==> config.mk <==
export PLATFORM = sky130hd
export DESIGN_NAME = idel_cell
export DESIGN_NICKNAME = d
export VERILOG_FILES = /design/src/hdl/assert_macros.svh /design/src/hdl/idel_pkg.sv /design/src/hdl/idel_cell.sv
export SDC_FILE = /design/constraint.sdc
export NUM_CORES = 1
export LEC_CHECK = 0
export BUFFER_PORTS_ARGS = -buffer_cell sky130_fd_sc_hd__buf_2
export CAP_MARGIN = 20
export CORE_MARGIN = 5
export CORE_UTILIZATION = 37
export CTS_CLUSTER_SIZE = 24
export DETAILED_ROUTE_END_ITERATION = 8
export PLACE_DENSITY = 0.9
export SLEW_MARGIN = 30
export SYNTH_ARGS = -nofsm -noshare
export SYNTH_HDL_FRONTEND = slang
export SYNTH_SLANG_ARGS = --single-unit
==> constraint.sdc <==
create_clock -name clk -period 3.26 [get_ports clk]
set_input_delay 0.652 -clock clk [delete_from_list [all_inputs] [get_ports clk]]
set_output_delay 0.652 -clock clk [all_outputs]
set_load 0.02 [all_outputs]
==> src/hdl/assert_macros.svh <==
// ----------------------------------------------------------------------------
// assert_macros
// Clocked assertion helpers included by the top-level rtl file of the list.
// ----------------------------------------------------------------------------
`ifndef ASSERT_MACROS_SVH
`define ASSERT_MACROS_SVH

// clocked check, held off while reset is asserted
`define IDEL_ASSERT(lbl, prop, msg) \
  lbl: assert property (@(posedge clk) disable iff (!rst_n) prop) else $error(msg);

// clocked check that also runs during reset
`define IDEL_ASSERT_ALWAYS(lbl, prop, msg) \
  lbl: assert property (@(posedge clk) prop) else $error(msg);

`endif

==> src/hdl/idel_pkg.sv <==
// ----------------------------------------------------------------------------
// idel_pkg
// Shared constants and types of the indexed double-ended list.
// ----------------------------------------------------------------------------
`default_nettype none

package idel_pkg;

  localparam int MAX_ELEMENTS = 64;
  localparam int IDX_W        = 7;
  localparam int WORD_W       = 32;

  localparam logic [IDX_W-1:0] MAX_CNT = IDX_W'(MAX_ELEMENTS);

  typedef enum logic [2:0] {
    CMD_PUSH_BACK  = 3'd0,
    CMD_PUSH_FRONT = 3'd1,
    CMD_POP_BACK   = 3'd2,
    CMD_POP_FRONT  = 3'd3,
    CMD_INSERT     = 3'd4,
    CMD_ERASE      = 3'd5,
    CMD_READ       = 3'd6,
    CMD_WRITE      = 3'd7
  } cmd_t;

  // operation broadcast to every cell of the chain
  typedef enum logic [1:0] {
    OP_NOP = 2'd0,
    OP_INS = 2'd1,
    OP_ERA = 2'd2,
    OP_WR  = 2'd3
  } cell_op_t;

  typedef struct packed {
    cell_op_t           op;
    logic [IDX_W-1:0]   pos;
    logic [WORD_W-1:0]  word;
  } cell_cmd_t;

endpackage

`default_nettype wire

==> src/hdl/idel_cell.sv <==
// ----------------------------------------------------------------------------
// idel_cell
// One slot of the list: shifts from its neighbors on insert and erase,
// loads on write, and drives its word onto the read bus when selected.
// ----------------------------------------------------------------------------
`default_nettype none

module idel_cell (
  input  wire logic                          clk,
  input  wire idel_pkg::cell_cmd_t           cmd,
  input  wire logic [idel_pkg::IDX_W-1:0]    slot,
  input  wire logic [idel_pkg::WORD_W-1:0]   left_data,
  input  wire logic [idel_pkg::WORD_W-1:0]   right_data,
  output logic      [idel_pkg::WORD_W-1:0]   data_o,
  output logic      [idel_pkg::WORD_W-1:0]   rd_o
);

  logic [idel_pkg::WORD_W-1:0] data_r;
  logic [idel_pkg::WORD_W-1:0] data_nxt;
  logic                        hit;
  logic                        above;

  assign hit   = (slot == cmd.pos);
  assign above = (slot > cmd.pos);

  always_comb begin
    data_nxt = data_r;
    case (cmd.op)
      idel_pkg::OP_INS: begin
        if (above) begin
          data_nxt = left_data;
        end else if (hit) begin
          data_nxt = cmd.word;
        end
      end
      idel_pkg::OP_ERA: begin
        if (above || hit) begin
          data_nxt = right_data;
        end
      end
      idel_pkg::OP_WR: begin
        if (hit) begin
          data_nxt = cmd.word;
        end
      end
      default: data_nxt = data_r;
    endcase
  end

  always_ff @(posedge clk) begin
    data_r <= data_nxt;
  end

  assign data_o = data_r;
  assign rd_o   = hit ? data_r : '0;

endmodule

`default_nettype wire

==> Word-level counts from Yosys, hierarchy flattened <==
Cells that the tools add are included.
{ "word_totals": {"regBits": 32, "input_bits": 113, "out_inout_bits": 64, "word_cells": 15} }
{ "op_classes": {"magnitude_cmp": 1, "eq_ne": 5, "muxes": 5, "reduce_logical": 3} }
{ "ops": {"columns": ["op", "n"], "rows": [
  ["2-to-1 mux 32 bit", 4],
  ["one-hot mux 32 bit (3 select lines)", 1],
  ["equality test 7 bit", 1],
  ["> comparator 7 bit", 1],
  ["equality test 2 bit (second input constant)", 2],
  ["nonzero test 3 bit", 1],
  ["equality test 2 x 1 -> 1 bit (second input constant)", 1],
  ["!= test 2 bit (second input constant)", 1],
  ["AND reduction 2 bit", 1],
  ["logical OR 1 bit", 1]
]} }

==> Longest topological paths before layout <==
Gate-level depths: netlist (run 1).
{ "depth": {"word_depth": 4, "depth_mapped": 8} }

==> Worst setup path after synthesis (run 1) <==
Ideal clock, no wire load.
{ "synth_path": {"path_kind": "input port to flip-flop", "startpoint": "input cmd[38] in the netlist's numbering", "endpoint": "register data_r (netlist bit data_o[0]), enable pin", "arrival_time_ps": 3072, "required_ps": 2832, "path_slack_ps": -240, "path_stages": 7, "path_buffers": 1, "path_cell_list": "inv_1 > ha_1 > nand4_1 > nor2_1 > buf_2 > nor3_1 > o21bai_1"} }
{ "synth_between": {"elab_chain_len": 4, "word_cells_on_any_way": 5, "cone_classes": "1 x order compare; 2 x eq/ne; 2 x reduce/logical"} }
{ "synth_rtl": {"columns": ["item", "line_no", "rtl"], "rows": [
  ["start: declaration", "idel_cell.sv:10", "input wire idel_pkg::cell_cmd_t cmd,"],
  ["> comparator 7 bit or equality test 7 bit (tied branches)", "idel_cell.sv:24, idel_cell.sv:23", null],
  ["logical OR 1 bit (*)", "idel_cell.sv:37", "if (above || hit) begin"],
  ["!= test 2 bit (no source line) (*)", null, null],
  ["AND reduction 2 bit (no source line) (*)", null, null],
  ["end signal: assignment", "idel_cell.sv:51", "data_r <= data_nxt;"],
  ["end: declaration", "idel_cell.sv:18", "logic [idel_pkg::WORD_W-1:0] data_r;"]
]} }
Every way passes the cells marked *; elsewhere a longest branch is shown, timed or not.
A chain may end at the register's enable or synchronous reset.

==> Final worst setup path (run 1) <==
{ "layout_path": {"startpoint": "input cmd[38] in the netlist's numbering", "endpoint": "output rd_o[2] in the netlist's numbering"} }
{ "layout_between": {"elab_chain_len": 2} }
{ "layout_rtl": {"columns": ["item", "line_no", "rtl"], "rows": [
  ["equality test 7 bit", "idel_cell.sv:23", "assign hit = (slot == cmd.pos);"],
  ["2-to-1 mux 32 bit", "idel_cell.sv:55", "assign rd_o = hit ? data_r : '0;"],
  ["end: declaration", "idel_cell.sv:15", "output logic [idel_pkg::WORD_W-1:0] rd_o"]
]} }
Every way passes these cells.

==> results of run 1 <==
where the power goes:
group          leakage [nW]  internal (mW)  switching, mW
Sequential            0.325          0.544         0.0451
Clock                0.0399          0.149          0.139
Combinational          1.57          0.177          0.239
stage by stage:
step / std cells / setup slack [ns]
finish: 492 / 0.485
CTS: 492 / 0.487
detailed placement: 484 / 0.462
global route: 492 / 0.350
floorplan: 241 / 0.430
global placement: 484 / 0.546
critical path, cell delays in order:
cell and delay, ns:
sky130_fd_sc_hd__buf_2 0.08, sky130_fd_sc_hd__inv_1 0.03, sky130_fd_sc_hd__ha_1 0.30, sky130_fd_sc_hd__nand4_1 0.19
sky130_fd_sc_hd__nor2_2 0.15, sky130_fd_sc_hd__buf_4 0.34, sky130_fd_sc_hd__and2_1 0.20, sky130_fd_sc_hd__buf_2 0.17
path summary, 6_finish.rpt:
check,end,depth (start not counted)
setup / recovery,rd_o[2],8
hold / removal,data_o[25],3
setup reg to reg,data_o[29],2
hold reg to reg,data_o[13],2
area by class of cell:
type	count	area [um^2]
sequential	32	961
multi-input combinational	153	1130
tap	75	93.8
fill	535	2660
timing repair buffer	184	953
clock buffer	7	76.3
inverter	40	150
clock inverter	1	3.75
cell usage after synthesis, drive strengths merged, types with 2 or more instances:
cell	count
nand2	34
edfxtp	32
ha	7
o221ai	32
a21oi	4
nor2	2
and2	32
buf	10
o31a	2
mux2i	32
clkbuf	6
inv	40
kinds of logic after synthesis:
logic type,after synthesis,synth area share (%)
AO/OA/AOI/OAI,41,14.7
adder cells (fa/ha/maj),7,3.77
buffers and inverters,56,10.7
flip-flops,32,41.3
multiplexers,32,13.8
AND/OR/NAND/NOR,73,15.7
routing by layer:
| layer | track usage (%) | vias up | routed length, um |
|---|---|---|---|
| met5 | 0 | - | 0 |
| met4 | 5.01 | 0 | 44 |
| met3 | 4.61 | 4 | 756 |
| met2 | 32.4 | 116 | 3820 |
| met1 | 21.0 | 1105 | 2800 |
| li1 | - | 1205 | - |
==> metrics list, run 1 <==
* Run status: complete, no violations
- Warnings, synthesis: 0
- Clock Sink Count: 32
* Pin count of the biggest net entering global routing: 39
* Vertical die dimension: 89.3 um
* Num ports: 177
- Mean Syn Cell Area: 9.65 um^2
* DRC violations left: 0
- After floorplanning, the core was divided into 28 placement rows.
- Worst slew pin tran: 0.775 ns
* Finished Core Util: 55.9%
- Register-to-register setup slack: 2.21 ns
- The worst register-to-register path begins at data_o[29].
- Fraction of final layout cells with drive strength greater than 1: 46.5%
* WP data required: 2.61 ns
- Synthesis produced a netlist with a net count of 361.
- Final weighted congestion in routability-driven placement: 0.784
- STA classifies the critical path startpoint as an input port.
* Final nets: 536
- Sum of internal, switching and leakage power: 1.29 mW
* Leading cell types in the layout, fill and taps excluded: sky130_fd_sc_hd__buf_2 (176), sky130_fd_sc_hd__inv_1 (40), sky130_fd_sc_hd__nand2_1 (34)
- Worst clock skew: 0 ns
- Number of antenna repair diodes: 0
* Sum of overflow across all layers after global routing: 0
- In this run the cell area measured after placement is 3290 um^2.
* Deepest clock path buffer count: 2
- Final design instance area without fill: 3370 um^2
* Max FFs per register: 32
* Reported leakage power: 1.93 nW
- Sequential cells were found to cover 41.3% of the synthesized design area.
* Clock tree from TritonCTS: done
- Arrival time reported for the critical path endpoint: 2.12 ns
- After routing, the total negative slack on setup checks comes to 0 ns.
* Final critical delay including setup and external delays: 2.78 ns
- Measured against its own limit, the worst slew margin works out to 48.2%.
* FMAX: 360 MHz
- Half-perimeter wire length after placement: 5890 um
* Overall die area: 7970 um^2
- Port buffering added 176 buffers.
- The cell area that synthesis handed to floorplanning was 2330 um^2.
* Post-DR vias/cell: 4.94
- Fraction of synthesis flops using an asynchronous set or reset pin: 0%
- Wire length of the first global-routing pass: 11,000 um
- Leading cell type in the layout, fill and taps excluded: sky130_fd_sc_hd__buf_2
- After the first detailed-routing iteration, the DRC count stood at 76.
* Worst Path Class, Setup: input port to output pin
- Main flop type after synthesis: sky130_fd_sc_hd__edfxtp_1
- Ranked by total cell area, the synthesized netlist is headed by sky130_fd_sc_hd__edfxtp_1 (41%), sky130_fd_sc_hd__mux2i_1 (14%), sky130_fd_sc_hd__o221ai_1 (12%).
- HP Start: right_data[25]
- The number of clock buffers added by TritonCTS is 5.
* Die boundary width: 89.3 um
- Top fanout value on the critical path: 38
- Count of flip-flops with a built-in enable after synthesis: 32
* Number of maximum-capacitance violations: 0
- The tightest hold path in the finished design has a slack of 0.650 ns.
- Via count of the first global-routing pass: 2,409
- After synthesis, the largest area contributor takes up 41.3% of total cell area.
* Flops & latches, synth: 32
- The initial utilization of the core area, before any placement, comes to 38.6%.
* Unrepaired setup endpoints after global routing: no
* Tcrit/Tclk final: 85.1%
- The netlist uses 22 different library cells.
- The core region is 6030 um^2.
* Worst setup path startpoint: cmd[38]
* Final routed wirelength across all metal layers: 7430 um
- Cells resized by post-CTS repair: 0
- The H-tree generated during clock tree synthesis spans 2 levels.
- Global routing used 18.0% of the available tracks across all layers.
- After detailed routing, the average wire length per cell comes to 15.1 um.
- Number of antenna violations at the first check in global routing: 0
- After technology mapping, the gate count stands at 241.
- Post-detailed-route count of antenna-violating nets: 0
- The routed layout has 2,430 vias.
* Count of final hold-check violations: 0
- From synthesis to final layout, the design area changed by 44.9%.
- The first TritonRoute pass finished after 4 iterations.
* Clock latency of the later-clocked register in the worst-skew pair: 0.28 ns
- Once the clock tree was built, the setup fixing pass inserted 0 buffers.
- Hold Buf Count CTS: 0
- Hold/Removal Path Class: input port to register
- CTS placed an instance of sky130_fd_sc_hd__clkbuf_8 at the clock tree root.
* Register clock-pin slew on the reported worst setup and hold paths: 0.07 ns
- Total setup violations reported at the end of the flow: 0
- Most area-hungry cell type in the Yosys netlist: sky130_fd_sc_hd__edfxtp_1
- Pins Over Slew Limit: 0
- Power spread over the standard cell area amounts to 383 nW/um^2.
- STA classifies the critical path endpoint as an output pin.
- Worst vdd ir: 245 uV
Power figures use the tool's default switching activity.
==> run 2, diff against run 1 <==
CORE_ASPECT_RATIO = 0.6   (was default)
clock period = 2.32 ns   (was 3.26 ns; I/O delays follow)
==> run 2 against run 1 <==
  * Non-clock buffer count increased by 4
  * Total power grew 51%
  * Cell count rose by 2.6%
  * Routed wire length up 2.7%
  * First-iteration DRC count increased by 59%
  * Die area up 0.66%
  * Sequential cell count unchanged
  * Critical endpoint is now rd_o[8]
==> metrics list, run 2 (synthesis results as in run 1) <==
- Run status: complete, no violations (unchanged).
* CP max stage cell: sky130_fd_sc_hd__ha_1 (was sky130_fd_sc_hd__buf_4)
* Count of final hold-check violations: 0 (unchanged)
* Sum of internal, switching and leakage power: 1.95 mW (was 1.29 mW)
* Leading cell type in the layout, fill and taps excluded: sky130_fd_sc_hd__buf_2 (unchanged)
- Final nets: 540 (was 536)
- Final routed wirelength across all metal layers: 7630 um (was 7430 um)
- Filler cells: 538 (was 535)
* Number of maximum-capacitance violations: 0 (unchanged)
- The total routing resource utilization after global routing came to 18.3% (was 18.0%).
- Leading cell types in the layout, fill and taps excluded: sky130_fd_sc_hd__buf_2 (176), sky130_fd_sc_hd__inv_1 (40), sky130_fd_sc_hd__nand2_1 (34) (unchanged).
- The type of the most critical hold path is input port to register (unchanged).
- Worst slew pin tran: 0.476 ns (was 0.775 ns)
- The final weighted congestion of routability-driven global placement is 0.944 (was 0.784).
- The maximum fanout count along the critical path was 27 (was 38).
- The data required time of the worst path came to 1.86 ns (was 2.61 ns).
- The switching power share of the total came to 31.5% (was 32.7%).
- The delay of the slowest cell on the worst path is 0.31 ns (was 0.34 ns).
* Worst vdd ir: 259 uV (was 245 uV)
* Die boundary width: 112 um (was 89.3 um)
- Power density over cell area: 559 nW/um^2 (was 383 nW/um^2)
* Combinational power share: 30.8% (was 32.2%)
* Deepest clock path buffer count: 2 (unchanged)
* Worst slew margin: 67.9% (was 48.2%)
- The clock transition at the registers of the reported paths is 0.07 ns (about the same).
- The remaining number of nets flagged by the antenna check after routing is 0 (unchanged).
- Area of the core region: 6110 um^2 (was 6030 um^2)
- The I/O pin count is 177 (unchanged).
- Clock latency of the later-clocked register in the worst-skew pair: 0.27 ns (was 0.28 ns)
- Final critical delay including setup and external delays: 2.24 ns
- Violation count after the first detailed-routing iteration: 121 (was 76)
- The first-pass GRT wire length came to 12,000 um (was 11,000 um).
- Setup Total Neg Slack: 0 ns (unchanged)
- The worst hold-check slack came to 0.464 ns (was 0.650 ns).
- The leakage component of the power was 1.98 nW (was 1.93 nW).
- Static timing analysis puts the maximum clock frequency at 447 MHz.
* Max FFs per register: 32 (unchanged)
* Total net switching power: 0.613 mW (was 0.423 mW)
- Element type at the critical path end: output pin (unchanged)
- The multi-input gate area in the final layout came to 1140 um^2 (was 1130 um^2).
- The cell internal power dissipation came to 1.33 mW (was 0.869 mW).
- Sequential power share: 42.7% (was 45.5%)
- The number of antenna cells inserted was 0 (unchanged).
* Row count: 22 (was 28)
* Initial core utilization: 38.1% (was 38.6%)
* Wirelength per Cell: 15.1 um (about the same)
- The number of buffer cells added on primary ports came to 176 (unchanged).
- The final-report max-slew violation count is 0 (unchanged).
- Clock tree from TritonCTS: done (unchanged)
- After layout, the worst path uses 96.4% of the clock period.
- The number of iterations in the first detailed-routing pass was 4 (unchanged).
* Total setup violations reported at the end of the flow: 0 (unchanged)
- Max H-tree Level: 2 (unchanged)
* Critical Path Start Type: input port (unchanged)
* Clock tree root buffer cell: sky130_fd_sc_hd__clkbuf_8 (unchanged)
- Post-DR vias/cell: 4.96 (was 4.94)
* Most common cell type on the critical path: sky130_fd_sc_hd__buf_2 (unchanged)
- Half-perimeter wire length after placement: 6070 um (was 5890 um)
- Via count of the first global-routing pass: 2,594 (was 2,409)
- Register area: 961 um^2 (unchanged)
- Fraction of final layout cells with drive strength greater than 1: 47.3% (was 46.5%)
- Worst path top cell family by delay: simple AND/OR/NAND/NOR gates (was buffers and inverters)
- Hold Buf Count CTS: 0 (unchanged)
* Worst Path Class, Setup: input port to output pin (unchanged)
- Area added between synthesis and finish: 49.7% (was 44.9%)
- Sum of overflow across all layers after global routing: 0 (unchanged)
- The number of antenna violations at the first check in global routing was 0 (unchanged).
- The number of clock sinks seen by CTS is 32 (unchanged).
- Arrival time reported for the critical path endpoint: 1.77 ns (was 2.12 ns)
* Via count: 2,504 (was 2,430)
- CP Buf/Inv Count: 4 (unchanged)
- Number of buffers inserted during clock tree synthesis: 5 (unchanged)
- The DRC violations left was 0 (unchanged).
- The clock group share of total power was 26.5% (was 22.2%).
- Vertical die dimension: 71.4 um (was 89.3 um)
- Overall die area: 8020 um^2 (was 7970 um^2)
- Pin count of the biggest net entering global routing: 33 (was 39)
* List of cells traversed by the critical path: buf_2 > inv_1 > ha_1 > nand4_1 > nor2_4 > buf_12 > and2_1 > buf_2 (was buf_2 > inv_1 > ha_1 > nand4_1 > nor2_2 > buf_4 > and2_1 > buf_2)
- Worst clock skew: 0 ns (unchanged)
run 2: cell types whose count changed in the layout (fill, tap and decap cells not counted), sizes merged:
cell,change
buf,+4
bufinv,+1
clkbuf,-2
clkinv,+1
run 2: worst reg2reg max path: stages (launching register included):
cell and delay, ns:
sky130_fd_sc_hd__edfxtp_1 0.44, sky130_fd_sc_hd__mux2i_1 0.17, sky130_fd_sc_hd__o221ai_1 0.14
run 2: per-layer routing:
layer | part of all wire (%) | GRT usage (%) | vias to the layer above
met1 | 42 | 22.3 | 1144
li1 | - | - | 1215
met3 | 10 | 5.99 | 13
met5 | 0 | 0 | -
met2 | 47 | 30.8 | 132
met4 | 1.4 | 6.53 | 0
run 2: power groups by stage:
| stage | clock network, mW | logic (mW) | registers [mW] |
|---|---|---|---|
| global placement | 0 | 0.581 | 0.835 |
| finish | 0.516 | 0.600 | 0.830 |
| detailed placement | 0 | 0.605 | 0.840 |
| global route | 0.561 | 0.652 | 0.846 |
| CTS | 0.537 | 0.602 | 0.831 |
| floorplan | 0 | 0.228 | 0.939 |
run 2: layout make-up:
type	count	area share [%]
timing repair buffer	188	29.3
tap	84	3.02
clock inverter	3	1.08
inverter	40	4.31
clock buffer	5	1.98
sequential	32	27.6
multi-input combinational	153	32.7
run 2: what timing repair did:
action	CTS	global route
gates resized for setup	0	1
setup endpoints to repair	0	32
setup buffers	0	1
run 2: worst paths after layout:
check,slack (ns),from,depth (start not counted),to
worst max-delay path,0.08,cmd[38],8,rd_o[8]
worst min-delay path,0.46,right_data[6],3,data_o[6]
worst max register to register,1.30,data_o[30],2,data_o[30]
worst min register to register,0.68,data_o[26],2,data_o[26]
run 2: stage by stage:
stage / worst slack (ns) / util, % / cells / area, um^2
6_report: 0.0828 / 57.0 / 505 / 3480
5_1_grt: -0.0153 / 57.0 / 505 / 3480
4_1_cts: 0.0272 / 56.8 / 504 / 3470
3_5_place_dp: 0.0113 / 55.0 / 496 / 3360
3_3_place_gp: 0.123 / 55.0 / 496 / 3360
2_1_floorplan: 0.00589 / - / 241 / 2340
==> run 3, diff against run 2 <==
SETUP_SLACK_MARGIN = 0.15   (was default)
==> run 3 against run 2 <==
  * Combinational power rose by 12%
  * Hold slack improved by 0.0059 ns
  * Worst setup slack better by 0.018 ns
  * Die area is the same
  * Highest routed layer unchanged
==> metrics list, run 3 (synthesis results as in run 1) <==
- Run status: complete, no violations (unchanged).
* CP max stage cell: sky130_fd_sc_hd__ha_4 (was sky130_fd_sc_hd__ha_1)
- The type of the most critical hold path was input port to register (unchanged).
* Leading cell type in the layout, fill and taps excluded: sky130_fd_sc_hd__buf_2 (unchanged)
- Highest cell delay on the worst timing path: 0.27 ns (was 0.31 ns)
* Setup Total Neg Slack: 0 ns (unchanged)
- Number of maximum-capacitance violations: 0 (unchanged)
- Number of buffers inserted during clock tree synthesis: 5 (unchanged)
- The power after layout is 1.90 mW (was 1.95 mW).
- Worst slew margin: 75.0% (was 67.9%)
- The number of iterations in the first detailed-routing pass came to 4 (unchanged).
- Overall die area: 8020 um^2 (unchanged)
- The critical path class is input port to output pin (unchanged).
* Reported leakage power: 2.13 nW (was 1.98 nW)
* Fraction of final layout cells with drive strength greater than 1: 56.7% (was 47.3%)
- The layout overhead on the synthesized area is 72.6% (was 49.7%).
- Top fanout value on the critical path: 7 (was 27)
- Clock Sink Count: 32 (unchanged)
- Worst clock skew: 0 ns (unchanged)
- The overflow left after global routing is 0 (unchanged).
- Final nets: 554 (was 540)
- Via count of the first global-routing pass: 2,550 (was 2,594)
- The clock transition at the registers of the reported paths came to 0.07 ns (about the same).
* Tcrit/Tclk final: 95.7% (was 96.4%)
- Wire length of the first global-routing pass: 12,300 um (was 12,000 um)
* Violation count after the first detailed-routing iteration: 150 (was 121)
* Num ports: 177 (unchanged)
- The clock tree from TritonCTS was done (unchanged).
* Worst slew pin tran: 0.375 ns (was 0.476 ns)
- Total Routing Usage GR: 19.2% (was 18.3%)
- The buffer type at the clock tree root is sky130_fd_sc_hd__clkbuf_8 (unchanged).
- The maximum buffer depth of the clock tree came to 2 (unchanged).
* Wirelength per Cell: 17.0 um (was 15.1 um)
- The critical path buffer and inverter count was 5 (was 4).
- Critical Path Start Type: input port (unchanged)
* Worst vdd ir: 207 uV (was 259 uV)
* FMAX: 451 MHz (was 447 MHz)
* Via count: 2,574 (was 2,504)
- The final-report max-slew violation count came to 0 (unchanged).
- Post-DR vias/cell: 4.97 (was 4.96)
* I/O Buffers: 176 (unchanged)
- Power density over cell area: 473 nW/um^2 (was 559 nW/um^2)
- Final critical delay including setup and external delays: 2.22 ns (was 2.24 ns)
* Number of antenna repair diodes: 0 (unchanged)
- Pin count of the biggest net entering global routing: 33 (unchanged)
- Vertical die dimension: 71.4 um (unchanged)
- The fill cell instance count of the final layout came to 460 (was 538).
* Arrival time reported for the critical path endpoint: 1.76 ns (was 1.77 ns)
- Area of the core region: 6110 um^2 (unchanged)
- The cell seen most often among critical-path stages is sky130_fd_sc_hd__buf_6 (was sky130_fd_sc_hd__buf_2).
- List of cells traversed by the critical path: buf_2 > inv_1 > ha_4 > nand3_2 > nor2_4 > buf_6 > clkbuf_16 > and2_4 > buf_6 (was buf_2 > inv_1 > ha_1 > nand4_1 > nor2_4 > buf_12 > and2_1 > buf_2)
- Setup repair after global routing could not meet its margin everywhere.
* Post-detailed-route count of antenna-violating nets: 0 (unchanged)
* Worst hold margin: 0.469 ns (was 0.464 ns)
* Count of final hold-check violations: 0 (unchanged)
- Leading cell types in the layout, fill and taps excluded: sky130_fd_sc_hd__buf_2 (146), sky130_fd_sc_hd__inv_1 (36), sky130_fd_sc_hd__nand2_1 (34) (was sky130_fd_sc_hd__buf_2 (176), sky130_fd_sc_hd__inv_1 (40), sky130_fd_sc_hd__nand2_1 (34)).
* Final weighted congestion in routability-driven placement: 0.934 (was 0.944)
* Clock latency of the later-clocked register in the worst-skew pair: 0.27 ns (about the same)
- Max H-tree Level: 2 (unchanged)
- Total setup violations reported at the end of the flow: 0 (unchanged)
* DRC violations left: 0 (unchanged)
- The family with the most delay on the worst path was buffers and inverters (was simple AND/OR/NAND/NOR gates).
- The placed wire-length estimate after detailed placement is 6110 um (was 6070 um).
- Element type at the critical path end: output pin (unchanged)
* Initial core utilization: 38.1% (unchanged)
* Number of antenna violations at the first check in global routing: 0 (unchanged)
* Hold Buf Count CTS: 0 (unchanged)
- The routed wire length came to 8780 um (was 7630 um).
* WP data required: 1.86 ns (about the same)
* Die boundary width: 112 um (unchanged)
- Max FFs per register: 32 (unchanged)
- Row count: 22 (unchanged)
==> run 3: changes by cell type in the layout (fill, tap and decap cells not counted), moves of 2 or more <==
cell                        delta
sky130_fd_sc_hd__and2_1       -21
sky130_fd_sc_hd__buf_6        +29
sky130_fd_sc_hd__ha_1          -6
sky130_fd_sc_hd__inv_1         -4
sky130_fd_sc_hd__buf_12        +4
sky130_fd_sc_hd__clkbuf_16     +2
sky130_fd_sc_hd__ha_4          +6
sky130_fd_sc_hd__buf_4         +7
sky130_fd_sc_hd__inv_4         +3
sky130_fd_sc_hd__and2_4       +21
sky130_fd_sc_hd__buf_2        -30
==> run 3: power by group <==
part | switching, mW | internal [mW] | total, mW
Clock | 0.192 | 0.198 | 0.390
Sequential | 0.0707 | 0.764 | 0.835
Combinational | 0.367 | 0.306 | 0.673
==> run 3: final cells by class <==
class                           count  area (um^2)  area share [%]
Clock buffer                        5         68.8            1.71
Clock inverter                      2         7.51           0.187
Inverter                           40          165            4.11
Multi-Input combinational cell    153         1280            32.0
Sequential cell                    32          961            23.9
Tap cell                           84          105            2.62
Timing Repair Buffer              202         1420            35.4
==> run 3: timing repair <==
item,4_1_cts,5_1_grt
pin swaps,2,10
buffers inserted,5,6
resized for setup,39,42
endpoints found under the setup margin,32,51
hold endpoints to repair,0,0
gates cloned,1,2
==> run 3: worst paths after layout <==
| check | from | end | cells after the start | slack [ns] |
|---|---|---|---|---|
| worst max-delay path | cmd[33] | rd_o[11] | 9 | 0.10 |
| worst max register to register | data_o[4] | data_o[4] | 2 | 1.26 |
| worst min register to register | data_o[20] | data_o[20] | 2 | 0.69 |
| worst min-delay path | right_data[24] | data_o[24] | 3 | 0.47 |
==> run 3: metrics by stage <==
step | instance area [um^2] | std cells | utilization (%) | worst slack [ns]
after floorplan | 2420 | 241 | - | 0.0954
after global placement | 3490 | 497 | 57.1 | 0.0904
after detailed placement | 3490 | 497 | 57.1 | 0.0200
after CTS | 3750 | 510 | 61.3 | 0.112
after global routing | 4020 | 518 | 65.7 | 0.0434
final | 4020 | 518 | 65.7 | 0.101
==> run 3: metal layers <==
layer,track usage [%],wire (um)
met1,23.5,3500
met2,34.2,4340
met3,5.06,868
met4,4.13,76
met5,0,0
==> run 3: worst min-delay path, delay by kind of cell <==
family	cells	cell delay, ns
buffers and inverters	1	0.07
and+or+nand+nor	1	0.04
AOI/OAI and AO/OA	1	0.05
